### src/rtl/core/assert_macros.svh
// assertion macros shared by the rtl
`ifndef ASSERT_MACROS_SVH
`define ASSERT_MACROS_SVH
`ifndef SYNTHESIS
`define ASSERT_IMPLIES(lbl, clk, rst, a, b) \
   lbl: assert property (@(posedge clk) disable iff (rst) (a) |-> (b)) \
      else $error("implication check failed");
`define ASSERT_NEXT(lbl, clk, rst, a, b) \
   lbl: assert property (@(posedge clk) disable iff (rst) (a) |=> (b)) \
      else $error("next-cycle check failed");
`else
`define ASSERT_IMPLIES(lbl, clk, rst, a, b)
`define ASSERT_NEXT(lbl, clk, rst, a, b)
`endif
`endif

### src/rtl/core/hfs_pkg.sv
// shared types, constants and table builders for the frequency shifter
package hfs_pkg;

   localparam int TAP_W = 18;
   localparam int SIN_W = 16;
   localparam int CSR_IDX_W = 8;
   localparam int CSR_DATA_W = 32;

   localparam logic [8:0]  MIX_FULL   = 9'd256;
   localparam logic [8:0]  MIX_RESET  = 9'd128;
   localparam logic [15:0] GAIN_RESET = 16'd4096;

   localparam logic [63:0] Q30_ONE    = 64'd1073741824;
   localparam logic [63:0] PI_Q30     = 64'd3373259426;
   localparam logic [63:0] TWO_PI_Q30 = 64'd6746518852;

   typedef enum logic [CSR_IDX_W-1:0] {
      CSR_BYPASS      = 8'd0,
      CSR_PHASE_STEP  = 8'd1,
      CSR_MIX_LEVEL   = 8'd2,
      CSR_OUTPUT_GAIN = 8'd3
   } csr_index_type;

   typedef enum logic {
      KIND_SHIFT = 1'b0,
      KIND_PASS  = 1'b1
   } kind_type;

   typedef struct packed {
      logic        bypass;
      logic [31:0] phase_step;
      logic [8:0]  mix_level;
      logic [15:0] output_gain;
   } cfg_type;

   typedef struct packed {
      logic [1:0] count;
      logic       full;
      logic       empty;
   } queue_status_type;

   typedef struct packed {
      logic idle;
   } back_status_type;

   // elaboration-time restoring divide
   function automatic logic [63:0] udiv(input logic [63:0] n, input logic [63:0] d);
      logic [64:0] rem;
      logic [63:0] q;
      rem = '0;
      q = '0;
      for (int b = 63; b >= 0; b--) begin
         rem = {rem[63:0], n[b]};
         if (rem >= {1'b0, d}) begin
            rem = rem - {1'b0, d};
            q[b] = 1'b1;
         end
      end
      return q;
   endfunction

   // sign and q30 magnitude of sin(2*pi*turn/2^32)
   function automatic logic [32:0] sin_mag(input logic [31:0] turn);
      logic [63:0] frac;
      logic [63:0] x;
      logic [63:0] x2;
      logic [63:0] t;
      logic [63:0] r;
      frac = 64'(turn[29:0]);
      if (turn[30]) frac = Q30_ONE - frac;
      x = (frac * TWO_PI_Q30) >> 32;
      x2 = (x * x) >> 30;
      t = Q30_ONE;
      t = Q30_ONE - ((x2 * t) >> 30) / 64'd210;
      t = Q30_ONE - ((x2 * t) >> 30) / 64'd156;
      t = Q30_ONE - ((x2 * t) >> 30) / 64'd110;
      t = Q30_ONE - ((x2 * t) >> 30) / 64'd72;
      t = Q30_ONE - ((x2 * t) >> 30) / 64'd42;
      t = Q30_ONE - ((x2 * t) >> 30) / 64'd20;
      t = Q30_ONE - ((x2 * t) >> 30) / 64'd6;
      r = (x * t) >> 30;
      return {turn[31], r[31:0]};
   endfunction

   function automatic logic signed [SIN_W-1:0] sine_entry(input int k, input int bits);
      logic [31:0] turn;
      logic [32:0] sm;
      logic [63:0] v;
      turn = 32'(64'(k) << (32 - bits));
      sm = sin_mag(turn);
      v = (64'(sm[31:0]) * 64'd32767 + (Q30_ONE >> 1)) >> 30;
      if (v > 64'd32767) v = 64'd32767;
      return sm[32] ? -SIN_W'(v) : SIN_W'(v);
   endfunction

   // hann-windowed hilbert tap, q1.17
   function automatic logic signed [TAP_W-1:0] tap_entry(input int i, input int taps);
      logic [63:0] turn;
      logic [63:0] s;
      logic [63:0] w;
      logic [63:0] den;
      logic [63:0] v;
      logic [32:0] sm;
      int n;
      int an;
      n = i - (taps >> 1);
      an = (n < 0) ? -n : n;
      if (an[0] == 1'b0) return '0;
      turn = udiv((64'(i) << 31) + 64'((taps - 1) >> 1), 64'(taps - 1));
      sm = sin_mag(turn[31:0]);
      s = 64'(sm[31:0]);
      w = (s * s) >> 30;
      den = PI_Q30 * 64'(an);
      v = udiv((w << 18) + (den >> 1), den);
      return (n < 0) ? -TAP_W'(v) : TAP_W'(v);
   endfunction

endpackage

### src/rtl/core/hfs_front.sv
// input stage: takes a transaction and tags it as shift or pass-through
module hfs_front import hfs_pkg::*; #(
   parameter int SAMPLE_BITS = 16
) (
   input  logic                          clock,
   input  logic                          reset,
   input  logic                          bypass,
   input  logic                          req_valid,
   output logic                          req_ready,
   input  logic signed [SAMPLE_BITS-1:0] req_left_in,
   input  logic signed [SAMPLE_BITS-1:0] req_right_in,
   output logic                          out_valid,
   input  logic                          out_ready,
   output logic [2*SAMPLE_BITS:0]        out_data
);

   logic                   hold_v_ff;
   logic [2*SAMPLE_BITS:0] hold_ff;
   kind_type               kind;

   assign kind = bypass ? KIND_PASS : KIND_SHIFT;
   assign req_ready = !hold_v_ff || out_ready;
   assign out_valid = hold_v_ff;
   assign out_data = hold_ff;

   always_ff @(posedge clock) begin
      if (reset) begin
         hold_v_ff <= 1'b0;
      end else if (req_ready) begin
         hold_v_ff <= req_valid;
      end
      if (req_valid && req_ready) begin
         hold_ff <= {kind, req_left_in, req_right_in};
      end
   end

endmodule

### config.mk
export PLATFORM = sky130hd
export DESIGN_NAME = hfs_front
export DESIGN_NICKNAME = d
export VERILOG_FILES = /design/src/rtl/core/assert_macros.svh /design/src/rtl/core/hfs_pkg.sv /design/src/rtl/core/hfs_front.sv
export SDC_FILE = /design/constraint.sdc
export NUM_CORES = 1
export LEC_CHECK = 0
export ABC_AREA = 1
export BUFFER_PORTS_ARGS = -buffer_cell sky130_fd_sc_hd__buf_2
export CELL_PAD_IN_SITES_DETAIL_PLACEMENT = 1
export CELL_PAD_IN_SITES_GLOBAL_PLACEMENT = 1
export CORE_MARGIN = 10
export CORE_UTILIZATION = 33
export CTS_CLUSTER_SIZE = 16
export DETAILED_ROUTE_END_ITERATION = 10
export PLACE_DENSITY = 0.9
export REMOVE_ABC_BUFFERS = 1
export SETUP_SLACK_MARGIN = 0.02
export SLEW_MARGIN = 20
export SYNTH_ARGS = -nofsm -noshare
export SYNTH_HDL_FRONTEND = slang
export SYNTH_SLANG_ARGS = --single-unit
### constraint.sdc
create_clock -name clock -period 7.95 [get_ports clock]
set_input_delay 1.1925 -clock clock [delete_from_list [all_inputs] [get_ports clock]]
set_output_delay 1.1925 -clock clock [all_outputs]
set_load 0.03 [all_outputs]
==> results.md <==
- The congestion estimate from routability-driven global placement came to 0.6248.
- The worst-case clock buffer depth is 2.
- The kind of launch point of the worst setup path is a primary input.
- Walking the worst path, the cells encountered are buf_2, inv_2, nand2_2, buf_2.
- The net count of the finished layout is 154.
- For this design the static power due to leakage is around 0.00065 uW.
- The most numerous cell type found on the critical path is sky130_fd_sc_hd__buf_2.
- The worst hold path was traced through 2 stages.
- The sum of negative setup slack is 0 ns.
- In the routed design, unresolved DRC markers number 0.
- Synthesis instantiated 7 different standard cells from the library.
- The path class of the tightest hold or removal check is reg -> reg.
- From bottom edge to top edge, the die measures 76.10 um.
- The number of DRC violations after detailed-routing iteration 0 is 44.
- The highest ir drop seen on vdd is 0.00008625 V.
- The buffers inserted during post-CTS setup optimization is 0.
- In this run the number of cells on the critical path is 4.
- The cell row count is 20.
- Broken down by cell family, the worst path's largest delay share belongs to buffers and inverters.
- In this run, post-CTS hold repair placed 0 buffers.
- For this run, the number of Yosys warnings is 0.
- Of the post-synthesis cell area, the dominant cell type holds 95.42%.
- For this run the aggregate overflow at the end of global routing stands at 0.
- The first global-routing pass estimated between 4000 and 5000 um of wire.
- The routed design could run at a clock period as short as 2.809 ns.
- In this run the tightest slew margin relative to its limit is 33.14%.
- The combined buffer and inverter count along the critical path is 3.
- Setup repair after global routing left no endpoint under its margin.
- The maximum clock skew at final layout is 0.003622 ns.
- Final hold analysis gives a worst-case slack of 0.5435 ns.
- In this run the power density over the cells is 226.7 mW/mm2.
- For this configuration, the core starts out at a cell density of between 30% and 40%.
- The run finished with clean final reports.
- Once detail routing completed, the nets flagged for antenna violations numbered 0.
- Power comes to approximately 340 uW.
- The initial antenna violation count was 0.
- From synthesis to final layout, the design area changed by 45.30%.
- The repair_antennas step left the layout with diodes totalling 0.
- The share of final-layout standard cells stronger than drive strength 1 is between 60% and 70%.
- In this run the standard cell core region covers 0.003028 mm2.
- In this run the critical register-to-register path is launched from out_valid$_SDFFE_PP0P_.
- The H-tree was split into 2 levels.
- The detailed-route wire length is 2728 um.
- Port buffering added 71 buffers.
- The share of the Yosys chip area taken by registers is 97.35%.
- The maximum achievable frequency is 0.3560 GHz.
- The count of boundary I/O pins is 72.
- The post-synthesis register bit count is 34.
- Each instance of the synthesized netlist takes up on average 26.63 um2.
- The cell count of the worst reg-to-reg path is 1.
- Dividing the final minimum period by the clock period gives between 30% and 40%.
- The clock net in this run drives a total of 34 sinks.
- The via count of the first global-routing pass is 800.
- At the worst endpoint, the required time is 6.76 ns.
- The routed layout has 659 vias.
- The type of destination of the critical path is an output port.
- The finished cells cover 0.001509 mm2.
- The average wire per standard cell is 16.84 um.
- In this run the worst setup path begins at out_ready.
- The worst setup path category is in -> out.
- The tree is rooted in a sky130_fd_sc_hd__clkbuf_4.
- From left edge to right edge, the die measures approximately 76 um.
- The worst hold path startpoint is out_valid$_SDFFE_PP0P_.
- Across the run, the number of max-cap violations was 0.
- The area of the die is 0.005790 mm2.
- The biggest cell delay along the critical path is 0.18 ns.
- The later pin in the worst-skew pair is clocked with a latency of 0.31 ns.
- The synthesized netlist occupies a cell area of between 0.001 and 0.0015 mm2.
- Before antenna repair, the detailed router went through 4 iterations.
- The final max-slew violation count is 0.
- The worst-path maximum fanout is 2.
- In the routed layout, each cell is associated on average with a via count of 4.068.
- Data arrives at the worst endpoint at 1.62 ns.
- The number of buffers created by CTS is 5.
- The placed cell area is roughly 0.0015 mm2.
- Clock-pin slew was measured on the worst setup and hold paths at 0.09 ns.
- The setup-violating endpoint count in the final report is 0.
- For this design, the slowest cell found on the critical path is sky130_fd_sc_hd__buf_2.
- Global routing consumed, over all layers together, 9.392% of the routing resources.
- The count of endpoints failing hold in the final timing report is 0.
- In the synthesized netlist, the number of instances is 39.
- TritonCTS built the clock tree.
- The maximum number of pins on one net before global-route repair is 34.
- Gates resized during post-CTS repair numbered 0.
- After synthesis, the cell types taking the most area are sky130_fd_sc_hd__edfxtp_1 (95%), sky130_fd_sc_hd__dfxtp_1 (1.9%), sky130_fd_sc_hd__a21oi_2 (0.84%).
- Of all cell types, the one taking the most synthesized area is sky130_fd_sc_hd__edfxtp_1.
- For the pin with the worst max-slew slack, the measured transition is 1.001 ns.
==> power by group <==
part	internal, uW	switching (uW)	leakage [uW]
combinational	13.5	32.4	0.000295
sequential	209	2.56	0.000328
clock	35.2	49.5	0.0000265
==> metal layers <==
| layer | up-vias | GRT usage (%) | wire length [um] |
|---|---|---|---|
| li1 | 308 | - | - |
| met1 | 310 | 7.326 | 849 |
| met2 | 39 | 17.69 | 1539 |
| met3 | 2 | 6.368 | 323 |
| met4 | 0 | 3.346 | 16 |
| met5 | - | 0 | 0 |
==> path summary, 6_finish.rpt <==
check                           end  slack, ns
max                       req_ready       5.14
min          out_valid$_SDFFE_PP0P_       0.54
max reg2reg  out_data[10]$_DFFE_PP_       6.40
min reg2reg  out_valid$_SDFFE_PP0P_       0.54
==> cells by family (layout without fill, tap and decap cells) <==
family                 Yosys count  after routing  share of synthesized area, %
flip-flops                      34             34                         97.35
AO/OA/AOI/OAI                    2              2                         1.325
AND/OR/NAND/NOR                  1              1                        0.6028
buffers and inverters            2             81                        0.7222
==> placed cells by master (no fill, tap or decap) <==
master                     count
sky130_fd_sc_hd__a21oi_2       1
sky130_fd_sc_hd__a21oi_4       1
sky130_fd_sc_hd__buf_2        71
sky130_fd_sc_hd__clkbuf_1      3
sky130_fd_sc_hd__clkbuf_4      5
sky130_fd_sc_hd__dfxtp_1       1
sky130_fd_sc_hd__edfxtp_1     33
sky130_fd_sc_hd__inv_1         1
sky130_fd_sc_hd__inv_2         1
sky130_fd_sc_hd__nand2_2       1
==> cells in the mapped netlist, drive strengths merged <==
cell type	number
edfxtp	33
inv	2
dfxtp	1
nand2	1
a21oi	2
==> per-stage QoR <==
stage	utilization, %	setup WS [ns]	std cells
after global placement	48.22	5.163	154
after detailed placement	48.22	5.132	154
final	49.83	5.141	162
after global routing	49.83	5.121	162
after CTS	49.83	5.130	162
after floorplan	-	4.642	39
==> flip-flops by register name, summed over array words and instances (netlist names) <==
signal	count
out_valid	1
out_data	33
==> final cells by class <==
type / count / area (um2)
Multi-Input combinational cell: 3 / 31.28
Inverter: 2 / 7.507
Tap cell: 44 / 55.05
Clock buffer: 8 / 48.80
Fill cell: 304 / 1519
Timing Repair Buffer: 71 / 355.3
Sequential cell: 34 / 1011
Note: power is estimated with default switching activity, not from simulation.
