===== config.mk =====
export PLATFORM = sky130hd
export DESIGN_NAME = hfs_queue
export DESIGN_NICKNAME = d
export VERILOG_FILES = /design/src/rtl/core/assert_macros.svh /design/src/rtl/core/hfs_pkg.sv /design/src/rtl/core/hfs_queue.sv
export SDC_FILE = /design/constraint.sdc
export NUM_CORES = 1
export LEC_CHECK = 0
export BUFFER_PORTS_ARGS = -buffer_cell sky130_fd_sc_hd__buf_2
export CORE_UTILIZATION = 46
export CTS_CLUSTER_DIAMETER = 30
export CTS_CLUSTER_SIZE = 10
export DETAILED_ROUTE_END_ITERATION = 10
export GPL_TIMING_DRIVEN = 0
export PLACE_DENSITY = 0.76
export SKIP_CTS_REPAIR_TIMING = 1
export SLEW_MARGIN = 20
export SYNTH_ARGS = -nofsm -noshare
export SYNTH_HDL_FRONTEND = slang
export SYNTH_SLANG_ARGS = --single-unit

===== constraint.sdc =====
create_clock -name clock -period 2 [get_ports clock]
set_input_delay 0.2 -clock clock [delete_from_list [all_inputs] [get_ports clock]]
set_output_delay 0.2 -clock clock [all_outputs]
set_load 0.05 [all_outputs]

===== src/rtl/core/assert_macros.svh =====
// assertion macros shared by the rtl
`ifndef ASSERT_MACROS_SVH
`define ASSERT_MACROS_SVH
`ifndef SYNTHESIS
`define ASSERT_IMPLIES(lbl, clk, rst, a, b) \
   lbl: assert property (@(posedge clk) disable iff (rst) (a) |-> (b)) \
      else $error("implication check failed");
`define ASSERT_NEXT(lbl, clk, rst, a, b) \
   lbl: assert property (@(posedge clk) disable iff (rst) (a) |=> (b)) \
      else $error("next-cycle check failed");
`else
`define ASSERT_IMPLIES(lbl, clk, rst, a, b)
`define ASSERT_NEXT(lbl, clk, rst, a, b)
`endif
`endif


===== src/rtl/core/hfs_pkg.sv =====
// shared types, constants and table builders for the frequency shifter
package hfs_pkg;

   localparam int TAP_W = 18;
   localparam int SIN_W = 16;
   localparam int CSR_IDX_W = 8;
   localparam int CSR_DATA_W = 32;

   localparam logic [8:0]  MIX_FULL   = 9'd256;
   localparam logic [8:0]  MIX_RESET  = 9'd128;
   localparam logic [15:0] GAIN_RESET = 16'd4096;

   localparam logic [63:0] Q30_ONE    = 64'd1073741824;
   localparam logic [63:0] PI_Q30     = 64'd3373259426;
   localparam logic [63:0] TWO_PI_Q30 = 64'd6746518852;

   typedef enum logic [CSR_IDX_W-1:0] {
      CSR_BYPASS      = 8'd0,
      CSR_PHASE_STEP  = 8'd1,
      CSR_MIX_LEVEL   = 8'd2,
      CSR_OUTPUT_GAIN = 8'd3
   } csr_index_type;

   typedef enum logic {
      KIND_SHIFT = 1'b0,
      KIND_PASS  = 1'b1
   } kind_type;

   typedef struct packed {
      logic        bypass;
      logic [31:0] phase_step;
      logic [8:0]  mix_level;
      logic [15:0] output_gain;
   } cfg_type;

   typedef struct packed {
      logic [1:0] count;
      logic       full;
      logic       empty;
   } queue_status_type;

   typedef struct packed {
      logic idle;
   } back_status_type;

   // elaboration-time restoring divide
   function automatic logic [63:0] udiv(input logic [63:0] n, input logic [63:0] d);
      logic [64:0] rem;
      logic [63:0] q;
      rem = '0;
      q = '0;
      for (int b = 63; b >= 0; b--) begin
         rem = {rem[63:0], n[b]};
         if (rem >= {1'b0, d}) begin
            rem = rem - {1'b0, d};
            q[b] = 1'b1;
         end
      end
      return q;
   endfunction

   // sign and q30 magnitude of sin(2*pi*turn/2^32)
   function automatic logic [32:0] sin_mag(input logic [31:0] turn);
      logic [63:0] frac;
      logic [63:0] x;
      logic [63:0] x2;
      logic [63:0] t;
      logic [63:0] r;
      frac = 64'(turn[29:0]);
      if (turn[30]) frac = Q30_ONE - frac;
      x = (frac * TWO_PI_Q30) >> 32;
      x2 = (x * x) >> 30;
      t = Q30_ONE;
      t = Q30_ONE - ((x2 * t) >> 30) / 64'd210;
      t = Q30_ONE - ((x2 * t) >> 30) / 64'd156;
      t = Q30_ONE - ((x2 * t) >> 30) / 64'd110;
      t = Q30_ONE - ((x2 * t) >> 30) / 64'd72;
      t = Q30_ONE - ((x2 * t) >> 30) / 64'd42;
      t = Q30_ONE - ((x2 * t) >> 30) / 64'd20;
      t = Q30_ONE - ((x2 * t) >> 30) / 64'd6;
      r = (x * t) >> 30;
      return {turn[31], r[31:0]};
   endfunction

   function automatic logic signed [SIN_W-1:0] sine_entry(input int k, input int bits);
      logic [31:0] turn;
      logic [32:0] sm;
      logic [63:0] v;
      turn = 32'(64'(k) << (32 - bits));
      sm = sin_mag(turn);
      v = (64'(sm[31:0]) * 64'd32767 + (Q30_ONE >> 1)) >> 30;
      if (v > 64'd32767) v = 64'd32767;
      return sm[32] ? -SIN_W'(v) : SIN_W'(v);
   endfunction

   // hann-windowed hilbert tap, q1.17
   function automatic logic signed [TAP_W-1:0] tap_entry(input int i, input int taps);
      logic [63:0] turn;
      logic [63:0] s;
      logic [63:0] w;
      logic [63:0] den;
      logic [63:0] v;
      logic [32:0] sm;
      int n;
      int an;
      n = i - (taps >> 1);
      an = (n < 0) ? -n : n;
      if (an[0] == 1'b0) return '0;
      turn = udiv((64'(i) << 31) + 64'((taps - 1) >> 1), 64'(taps - 1));
      sm = sin_mag(turn[31:0]);
      s = 64'(sm[31:0]);
      w = (s * s) >> 30;
      den = PI_Q30 * 64'(an);
      v = udiv((w << 18) + (den >> 1), den);
      return (n < 0) ? -TAP_W'(v) : TAP_W'(v);
   endfunction

endpackage


===== src/rtl/core/hfs_queue.sv =====
// two-entry queue between the input stage and the engine
module hfs_queue import hfs_pkg::*; #(
   parameter int W = 33
) (
   input  logic             clock,
   input  logic             reset,
   input  logic             in_valid,
   output logic             in_ready,
   input  logic [W-1:0]     in_data,
   output logic             out_valid,
   input  logic             out_pop,
   output logic [W-1:0]     out_data,
   output queue_status_type status
);

   logic [W-1:0] mem_ff [2];
   logic         wr_ff;
   logic         rd_ff;
   logic [1:0]   cnt_ff;
   logic         push;
   logic         pop;

   assign in_ready = (cnt_ff != 2'd2);
   assign out_valid = (cnt_ff != 2'd0);
   assign out_data = mem_ff[rd_ff];
   assign push = in_valid && in_ready;
   assign pop = out_pop && out_valid;
   assign status = '{count: cnt_ff, full: !in_ready, empty: !out_valid};

   always_ff @(posedge clock) begin
      if (reset) begin
         wr_ff <= 1'b0;
         rd_ff <= 1'b0;
         cnt_ff <= 2'd0;
      end else begin
         if (push) wr_ff <= !wr_ff;
         if (pop) rd_ff <= !rd_ff;
         cnt_ff <= cnt_ff + {1'b0, push} - {1'b0, pop};
      end
      if (push) mem_ff[wr_ff] <= in_data;
   end

endmodule


==> impl_metrics.csv, run 1 <==
group,metric,value,unit
synth,synth_nets,170,
synth,synth-edff-count,66,
die,pin_count,76,
critical_path,critPathSlowestCell,"mux2_2",
sta,hold_violations,0,
sta,maxSlewViolCount,0,
layout,multi_input_area,499,um2
synth,yosys.area.top_type,"edfxtp_1",
power,p_per_area,1540,nW/um2
synth,syn-mean-instance-area,20.0,um2
detailed_routing,first_pass_iters,4,
synth,synth_common_cells,"edfxtp_1 (66), mux2_2 (33), dfxtp_1 (5)",
power,p_leak,1.27,nW
layout,finish.utilization,59.4,%
sta,fin_crit_sh,92.2,%
sta,finalCriticalPeriod,1840,ps
min_path,min_path_type,"input pin to register",
critical_path,ff2ff_setup_slack,170,ps
grt,antenna_found_initial,0,
critical_path,critPathLaunchType,"register",
power,switching_power,2.05,mW
synth,yosysSeqAreaShare,79.5,%
layout,n_fill_cell,456,
sta,grt_setup_unrepaired,"no",
critical_path,rr_startpoint,"cnt_ff[0]",
clocking,cts_tree,"done",
critical_path,worst_path_largest_cell_delay,370,ps
detailed_routing,drtIter0Drc,37,
die,row_count,27,
detailed_routing,detail-route-antenna-nets,0,
power,ir_drop,1270,uV
layout,regArea,2090,um2
sta,tns,0,ps
power,power_frac_clock,19.3,%
grt,grt_pass1_wl,6520,um
synth,syn_area,2620,um2
grt,grt_pass1_vias,1420,
clocking,cts_sinks,71,
min_path,min_to,"mem_ff[0][19]",
clocking,numCtsBuffers,9,
grt,grt_use_total,15.1,%
clocking,htree_levels,3,
layout,diodes,0,
power,power_frac_seq,39.3,%
clocking,clk_transition_reported_paths,70,ps
grt,grt.overflow.total,0,
die,die_y,77.5,um
placed_design,place_congestion,0.688,
layout,nets,256,
layout,drive_gt1_share,59.5,%
clocking,clockBufferDepth,2,
synth,synth_area_leaders,"edfxtp_1 (76%), mux2_2 (14%), dfxtp_1 (3.8%), ha_1 (0.96%), buf_2 (0.76%)",
grt,grt_max_degree,34,
die,die_w,77.5,um
critical_path,worstPathMaxFanout,10,
detailed_routing,wl,4110,um
synth,ys_ff_latch,71,
critical_path,worstPathArrival,1640,ps
placed_design,portBuffers,75,
synth,synth-main-ff-cell,"edfxtp_1",
synth,yosysMostFrequentCell,"edfxtp_1",
critical_path,cpMostUsedCell,"buf_2",
detailed_routing,drc,0,
sta,worst_pin_slew,791,ps
placed_design,dp_hpwl,2690,um
die,fp.dieArea,6000,um2
run,maxCapViolCount,0,
power,p_total,5.05,mW
synth,synth_cell_type_count,21,
detailed_routing,routed-via-count,1402,
synth,yosys_warnings,0,
critical_path,critPathKind,"register to output port",
power,pwr-share-comb,41.4,%
critical_path,crit_chain,"buf_2 > buf_2 > mux2_2 > buf_2",
critical_path,worstReg2RegEnd,"mem_ff[0][20]",
layout,fin_cells,294,
synth,yosysTopAreaCellShare,75.6,%
min_path,holdCritStartpoint,"in_data[19]",
critical_path,cp-end-kind,"output port",
synth,async_reset_ff_share,0,%
placed_design,dp.cells,278,
clocking,ctsRootBufferMaster,"clkbuf_8",
die,coreArea,5510,um2
sta,clock_skew,9.20,ps
clocking,worstSkewPairLatency,330,ps
sta,setup_viol_count_final,0,
power,p_int,3.00,mW
die,initial_core_util,47.6,%
min_path,whs_path_depth,1,
power,sw_frac_of_total,40.6,%
synth,syn_inst,131,
critical_path,cp.required,1800,ps
detailed_routing,viasPerCell,4.77,
sta,max_freq,542,MHz
sta,relSlewSlack,47.3,%
detailed_routing,wl_per_cell,14.0,um
layout,syn2layout_area_growth,24.8,%
outcome,outcome,"finished, final reports clean",
critical_path,reg2reg_depth,4,
[final cells by class]
type	instances	share of cell area, %
Sequential cell	71	63.9
Multi-Input combinational cell	51	15.3
Timing Repair Buffer	75	11.5
Clock buffer	15	5.09
Inverter	5	0.765
Clock inverter	1	0.153
Tap cell	72	2.75
Buffer	4	0.612
[per-layer routing]
metal / vias up / track usage (%) / routed length, um
met4: 0 / 10.6 / 130
met3: 12 / 5.06 / 271
met1: 667 / 17.0 / 1700
met5: - / 0 / 0
li1: 667 / - / -
met2: 56 / 24.1 / 2010
[worst max path at each step]
stage	from	slack, ps	to	cells past startpoint
CTS	register	110	out_data[22]	4
global route	cnt_ff[0]	7	mem_ff[0][20]	4
floorplan	cnt_ff[0]	50	mem_ff[0][0]	4
global placement	cnt_ff[0]	160	mem_ff[0][21]	4
detailed placement	cnt_ff[0]	140	mem_ff[0][14]	4
finish	register	160	out_data[26]	4
[kinds of logic after synthesis]
family / Yosys count / synth area share (%)
simple gates: 11 / 2.53
flops: 71 / 79.5
buf+inv: 9 / 1.48
compound gates: 3 / 0.716
mux: 33 / 14.2
fa+ha+maj: 2 / 0.955
xor+xnor: 2 / 0.669
[registers in the layout, summed over array words and instances, names as in the netlist, named ones only]
name    count
cnt_ff      2
mem_ff     66
rd_ff       1
wr_ff       1
[per-stage QoR]
stage	instance area, um2	hold slack [ps]	worst slack [ps]
6_report	3270	55.6	155
5_1_grt	3270	34.4	7.45
4_1_cts	3270	39.2	111
3_5_place_dp	3100	393	140
3_3_place_gp	3100	388	161
2_1_floorplan	2630	262	45.8
[critical path: cells and delay by family (launching register included)]
kind     cells  cell delay, ps
buf+inv      3             640
mux          1             370
flops        1             300
[power by group through the flow]
stage / clock network (mW) / logic (mW) / registers (mW)
2_1_floorplan: 0 / 1.64 / 2.05
3_3_place_gp: 0 / 2.10 / 2.00
3_5_place_dp: 0 / 2.11 / 2.02
4_1_cts: 1.01 / 2.12 / 1.99
5_1_grt: 1.07 / 2.19 / 2.01
6_report: 0.972 / 2.09 / 1.98
[cells in the final DEF (no fill, tap or decap), drive strengths merged]
master	count
buf	79
edfxtp	66
mux2	33
clkbuf	15
dfxtp	5
inv	4
nor2	3
ha	2
o21a	1
nand2b	1
nand2	1
or2	1
and3	1
or3	1
clkinvlp	1
nor2b	1
xnor2	1
o21ai	1
a21oi	1
xor2	1
and2	1
nor3	1
clkinv	1
Note: power is estimated with default switching activity, not from simulation.
==> run 2: changes to the inputs <==
- CORE_MARGIN: unset -> 2
- CORE_UTILIZATION: 46 -> 48
- clock period: 2 -> 1.72 ns (I/O delays scaled with it)
==> impl_metrics.csv, run 2 (synthesis results as in run 1) <==
group,metric,value,unit
outcome,outcome,"finished, final reports clean",
min_path,min_path_type,"input pin to register",
critical_path,critPathLaunchType,"register",
layout,fin_cells,296,
critical_path,reg2reg_depth,2,
critical_path,endpoint,"out_data[27]",
grt,grt_pass1_wl,6490,um
layout,largest_reg_flops,66,
clocking,cts_sinks,71,
die,die_w,77.9,um
critical_path,rr_startpoint,"cnt_ff[0]",
power,p_leak,1.33,nW
layout,n_fill_cell,365,
placed_design,place_ws,-108,ps
placed_design,portBuffers,75,
sta,clock_skew,7.84,ps
min_path,whs_path_depth,1,
sta,maxSlewViolCount,0,
power,p_total,6.34,mW
power,ir_drop,1480,uV
sta,relSlewSlack,47.7,%
detailed_routing,first_pass_iters,4,
sta,grt_setup_unrepaired,"no",
critical_path,cp.required,1550,ps
layout,final_cell_mix,"edfxtp_1 (66), buf_2 (55), mux2_2 (33), buf_4 (20), clkbuf_8 (9)",
placed_design,dp.cells,276,
die,coreArea,5170,um2
layout,drive_gt1_share,62.4,%
die,row_count,26,
critical_path,critPathSlowestCell,"dfxtp_2",
layout,syn2layout_area_growth,32.0,%
die,initial_core_util,50.7,%
grt,grt_max_degree,34,
sta,fin_crit_sh,96.7,%
clocking,clockBufferDepth,2,
layout,nets,260,
run,maxCapViolCount,0,
layout,largest_register,"mem_ff",
detailed_routing,drc,0,
placed_design,place_congestion,0.703,
clocking,ctsRootBufferMaster,"clkbuf_8",
grt,antenna_found_initial,0,
clocking,clk_transition_reported_paths,70,ps
clocking,htree_levels,3,
detailed_routing,viasPerCell,4.83,
detailed_routing,drtIter0Drc,77,
grt,grt_use_total,14.7,%
critical_path,critPathKind,"register to output port",
die,die_y,77.9,um
sta,hold_violations,0,
critical_path,crit_chain,"buf_8 > clkbuf_16 > mux2_2 > buf_4",
detailed_routing,routed-via-count,1429,
layout,diodes,0,
sta,setup_viol_count_final,0,
die,fp.dieArea,6070,um2
critical_path,ff2ff_setup_slack,90,ps
placed_design,placed_area,3110,um2
critical_path,worst_path_largest_cell_delay,340,ps
critical_path,worstPathArrival,1490,ps
sta,finalCriticalPeriod,1660,ps
layout,final_common_cell,"edfxtp_1",
clocking,worstSkewPairLatency,330,ps
placed_design,dp_hpwl,2790,um
detailed_routing,wl,4510,um
critical_path,worstPathMaxFanout,8,
detailed_routing,wl_per_cell,15.2,um
sta,tns,0,ps
detailed_routing,detail-route-antenna-nets,0,
grt,grt.overflow.total,0,
clocking,numCtsBuffers,9,
die,pin_count,76,
layout,reg.largest.list,"mem_ff: 66 flops, cnt_ff: 2 flops",
sta,max_freq,601,MHz
sta,setup_ws,57.3,ps
layout,final_cell_area,3460,um2
grt,grt_pass1_vias,1421,
clocking,cts_tree,"done",
critical_path,cp-end-kind,"output port",
sta,worst_pin_slew,784,ps
critical_path,worstReg2RegEnd,"mem_ff[1][31]",
power,p_per_area,1830,nW/um2
==> run 2: changes by cell type in the layout (fill, tap and decap cells not counted), sizes merged <==
cell,change
clkinv,+3
clkinvlp,+3
buf,+1
clkbuf,-4
bufinv,+1
==> run 2: worst min path at each step <==
stage,startpoint,endpoint,slack [ps]
after floorplan,reset,cnt_ff[0],230
after global placement,in_data[20],mem_ff[0][20],360
after detailed placement,in_data[20],mem_ff[1][20],360
after CTS,in_data[2],mem_ff[1][2],10
after global routing,in_data[2],mem_ff[1][2],9
final,in_data[2],mem_ff[1][2],30
==> run 2: worst max-delay path, delay by kind of cell (launching register included) <==
| family | cells | cell delay [ps] |
|---|---|---|
| flops | 1 | 340 |
| buf+inv | 3 | 490 |
| mux | 1 | 330 |
==> run 2: routing by layer <==
layer / vias up / wire length, um / track usage (%)
met3: 7 / 256 / 4.30
li1: 684 / - / -
met1: 691 / 1920 / 16.1
met5: - / 0 / 0
met4: 0 / 78 / 8.04
met2: 47 / 2250 / 25.4
==> run 2: final cells by class <==
type                    count  area (um2)  share of cell area, %
repair buffers             78         487                   14.1
clock buffers               9         124                   3.58
inverters                   5        30.0                  0.868
repair inverters            1        7.51                  0.217
flip-flops and latches     71        2090                   60.4
multi-input cells          51         504                   14.6
clock inverters             7        63.8                   1.84
plain buffers               4        65.1                   1.88
well taps                  70        87.6                   2.53
==> run 2: power breakdown <==
group	switching, mW	internal [mW]	total (mW)
Combinational	1.85	0.943	2.79
Sequential	0.0899	2.22	2.31
Clock	0.579	0.656	1.24
Total	2.52	3.82	6.34
==> run 2: through the flow <==
step	hold slack, ps	utilization, %
floorplan	234	-
global placement	360	60.1
detailed placement	364	60.1
CTS	11.6	63.7
global route	8.60	66.9
finish	30.4	66.9
==> run 3: changes to the inputs <==
- BUFFER_PORTS_ARGS: -buffer_cell sky130_fd_sc_hd__buf_2 -> -buffer_cell sky130_fd_sc_hd__buf_4
- CORE_UTILIZATION: 48 -> 40
- GPL_TIMING_DRIVEN: 0 -> unset
- PLACE_DENSITY: 0.76 -> 0.65
==> impl_metrics.csv, run 3 (synthesis results as in run 1) <==
group,metric,value,unit
outcome,outcome,"finished, final reports clean",
detailed_routing,drc,0,
critical_path,cp.required,1550,ps
detailed_routing,first_pass_iters,4,
clocking,cts_tree,"done",
critical_path,worstPathArrival,1480,ps
detailed_routing,viasPerCell,4.64,
sta,max_freq,607,MHz
layout,syn2layout_area_growth,37.3,%
detailed_routing,drtIter0Drc,72,
critical_path,crit_chain,"buf_6 > mux2_2 > buf_4",
critical_path,worst_path_largest_cell_delay,370,ps
critical_path,cp-end-kind,"output port",
layout,final_cell_area,3600,um2
min_path,min_path_type,"input pin to register",
sta,relSlewSlack,82.4,%
clocking,ctsRootBufferMaster,"clkbuf_8",
detailed_routing,wl_per_cell,14.7,um
layout,regArea,2090,um2
layout,drive_gt1_share,59.0,%
sta,setup_viol_count_final,0,
sta,fin_crit_sh,95.8,%
die,fp.dieArea,7210,um2
sta,worst_pin_slew,264,ps
clocking,clockBufferDepth,2,
placed_design,placed_area,3370,um2
critical_path,critPathSlowestCell,"mux2_2",
layout,reg.largest.list,"mem_ff: 66 flops, cnt_ff: 2 flops",
power,p_per_area,1750,nW/um2
critical_path,endpoint,"out_data[3]",
clocking,htree_levels,3,
critical_path,cp.buffers_inverters,2,
critical_path,reg2reg_depth,7,
sta,clock_skew,3.78,ps
critical_path,critPathKind,"register to output port",
layout,nets,263,
layout,diodes,0,
grt,grt_pass1_vias,1418,
layout,fin_cells,306,
clocking,cts_sinks,71,
grt,grt_pass1_wl,6970,um
critical_path,critPathLaunchType,"register",
critical_path,ff2ff_setup_slack,160,ps
layout,final_cell_mix,"buf_4 (77), edfxtp_1 (66), mux2_2 (33), clkbuf_8 (9), dlygate4sd3_1 (5)",
layout,n_fill_cell,518,
sta,maxSlewViolCount,0,
power,p_leak,1.38,nW
critical_path,cp.depth,3,
grt,antenna_found_initial,0,
critical_path,crit_family,"buffers and inverters",
detailed_routing,routed-via-count,1420,
detailed_routing,wl,4500,um
layout,final_common_cell,"buf_4",
layout,multi_input_area,504,um2
die,initial_core_util,41.3,%
critical_path,rr_startpoint,"cnt_ff[1]",
clocking,clk_transition_reported_paths,70,ps
layout,largest_register,"mem_ff",
sta,grt_setup_unrepaired,"yes",
detailed_routing,detail-route-antenna-nets,0,
sta,hold_violations,0,
clocking,numCtsBuffers,9,
placed_design,place_congestion,0.702,
run,maxCapViolCount,0,
die,pin_count,76,
critical_path,worstReg2RegEnd,"cnt_ff[1]",
die,coreArea,6350,um2
die,die_w,84.9,um
critical_path,worstPathMaxFanout,21,
grt,grt_max_degree,22,
placed_design,dp_hpwl,3050,um
layout,finish.utilization,56.7,%
grt,grt.overflow.total,0,
die,die_y,84.9,um
layout,largest_reg_flops,66,
clocking,worstSkewPairLatency,330,ps
grt,grt_use_total,13.2,%
sta,finalCriticalPeriod,1650,ps
die,row_count,29,
power,ir_drop,1180,uV
placed_design,portBuffers,75,
placed_design,dp.cells,285,
[run 3: cell count changes in the layout (fill, tap and decap cells not counted), sizes merged]
cell,previous run,this run
buf,80,81
clkinv,4,5
clkinvlp,4,1
dlygate4sd3,0,5
clkbuf,11,10
[run 3: worst reg2reg max path: stages, from the launching register on]
cell and delay [ps]:
dfxtp_4 370, o21a_2 230, ha_1 270, inv_1 40, ha_1 170, xor2_1 150, and2_1 150, nor3_1 110
[run 3: through the flow]
step                setup slack (ps)  setup TNS (ps)  hold slack, ps  power, mW
finish                          72.6               0            26.7       6.29
global route                   -7.15           -8.14           0.236       6.58
CTS                            -13.1           -31.6            11.0       6.35
detailed placement               145               0             361       5.13
global placement                 196               0             358       5.12
floorplan                       -178           -5900             234       4.31
[run 3: where the power goes]
part           internal, mW  switching [mW]  leakage (nW)
registers              2.22          0.0841         0.659
logic                 0.965            1.82         0.631
clock network         0.650           0.551        0.0925
[run 3: worst min path at each step]
stage / slack [ps] / depth (start not counted) / start / end
2_1_floorplan: 230 / 1 / reset / cnt_ff[0]
3_3_place_gp: 360 / 1 / in_data[8] / mem_ff[0][8]
3_5_place_dp: 360 / 1 / in_data[27] / mem_ff[0][27]
4_1_cts: 10 / 1 / in_data[26] / mem_ff[0][26]
5_1_grt: 0.2 / 1 / in_data[20] / mem_ff[0][20]
6_report: 30 / 1 / in_data[9] / mem_ff[0][9]
[run 3: cell type report]
type,instances,area share [%]
inverters,5,0.834
multi-input cells,51,14.0
repair buffers,86,19.4
flip-flops and latches,71,58.1
well taps,77,2.68
clock inverters,6,1.43
clock buffers,10,3.55
[run 3: layer usage]
layer	wire length (um)	part of all wire (%)	vias to the layer above	global-route usage (%)
met3	263	5.8	6	5.25
met4	76	1.7	0	6.06
li1	-	-	688	-
met2	2410	54	43	22.7
met5	0	0	-	0
met1	1750	39	683	14.3
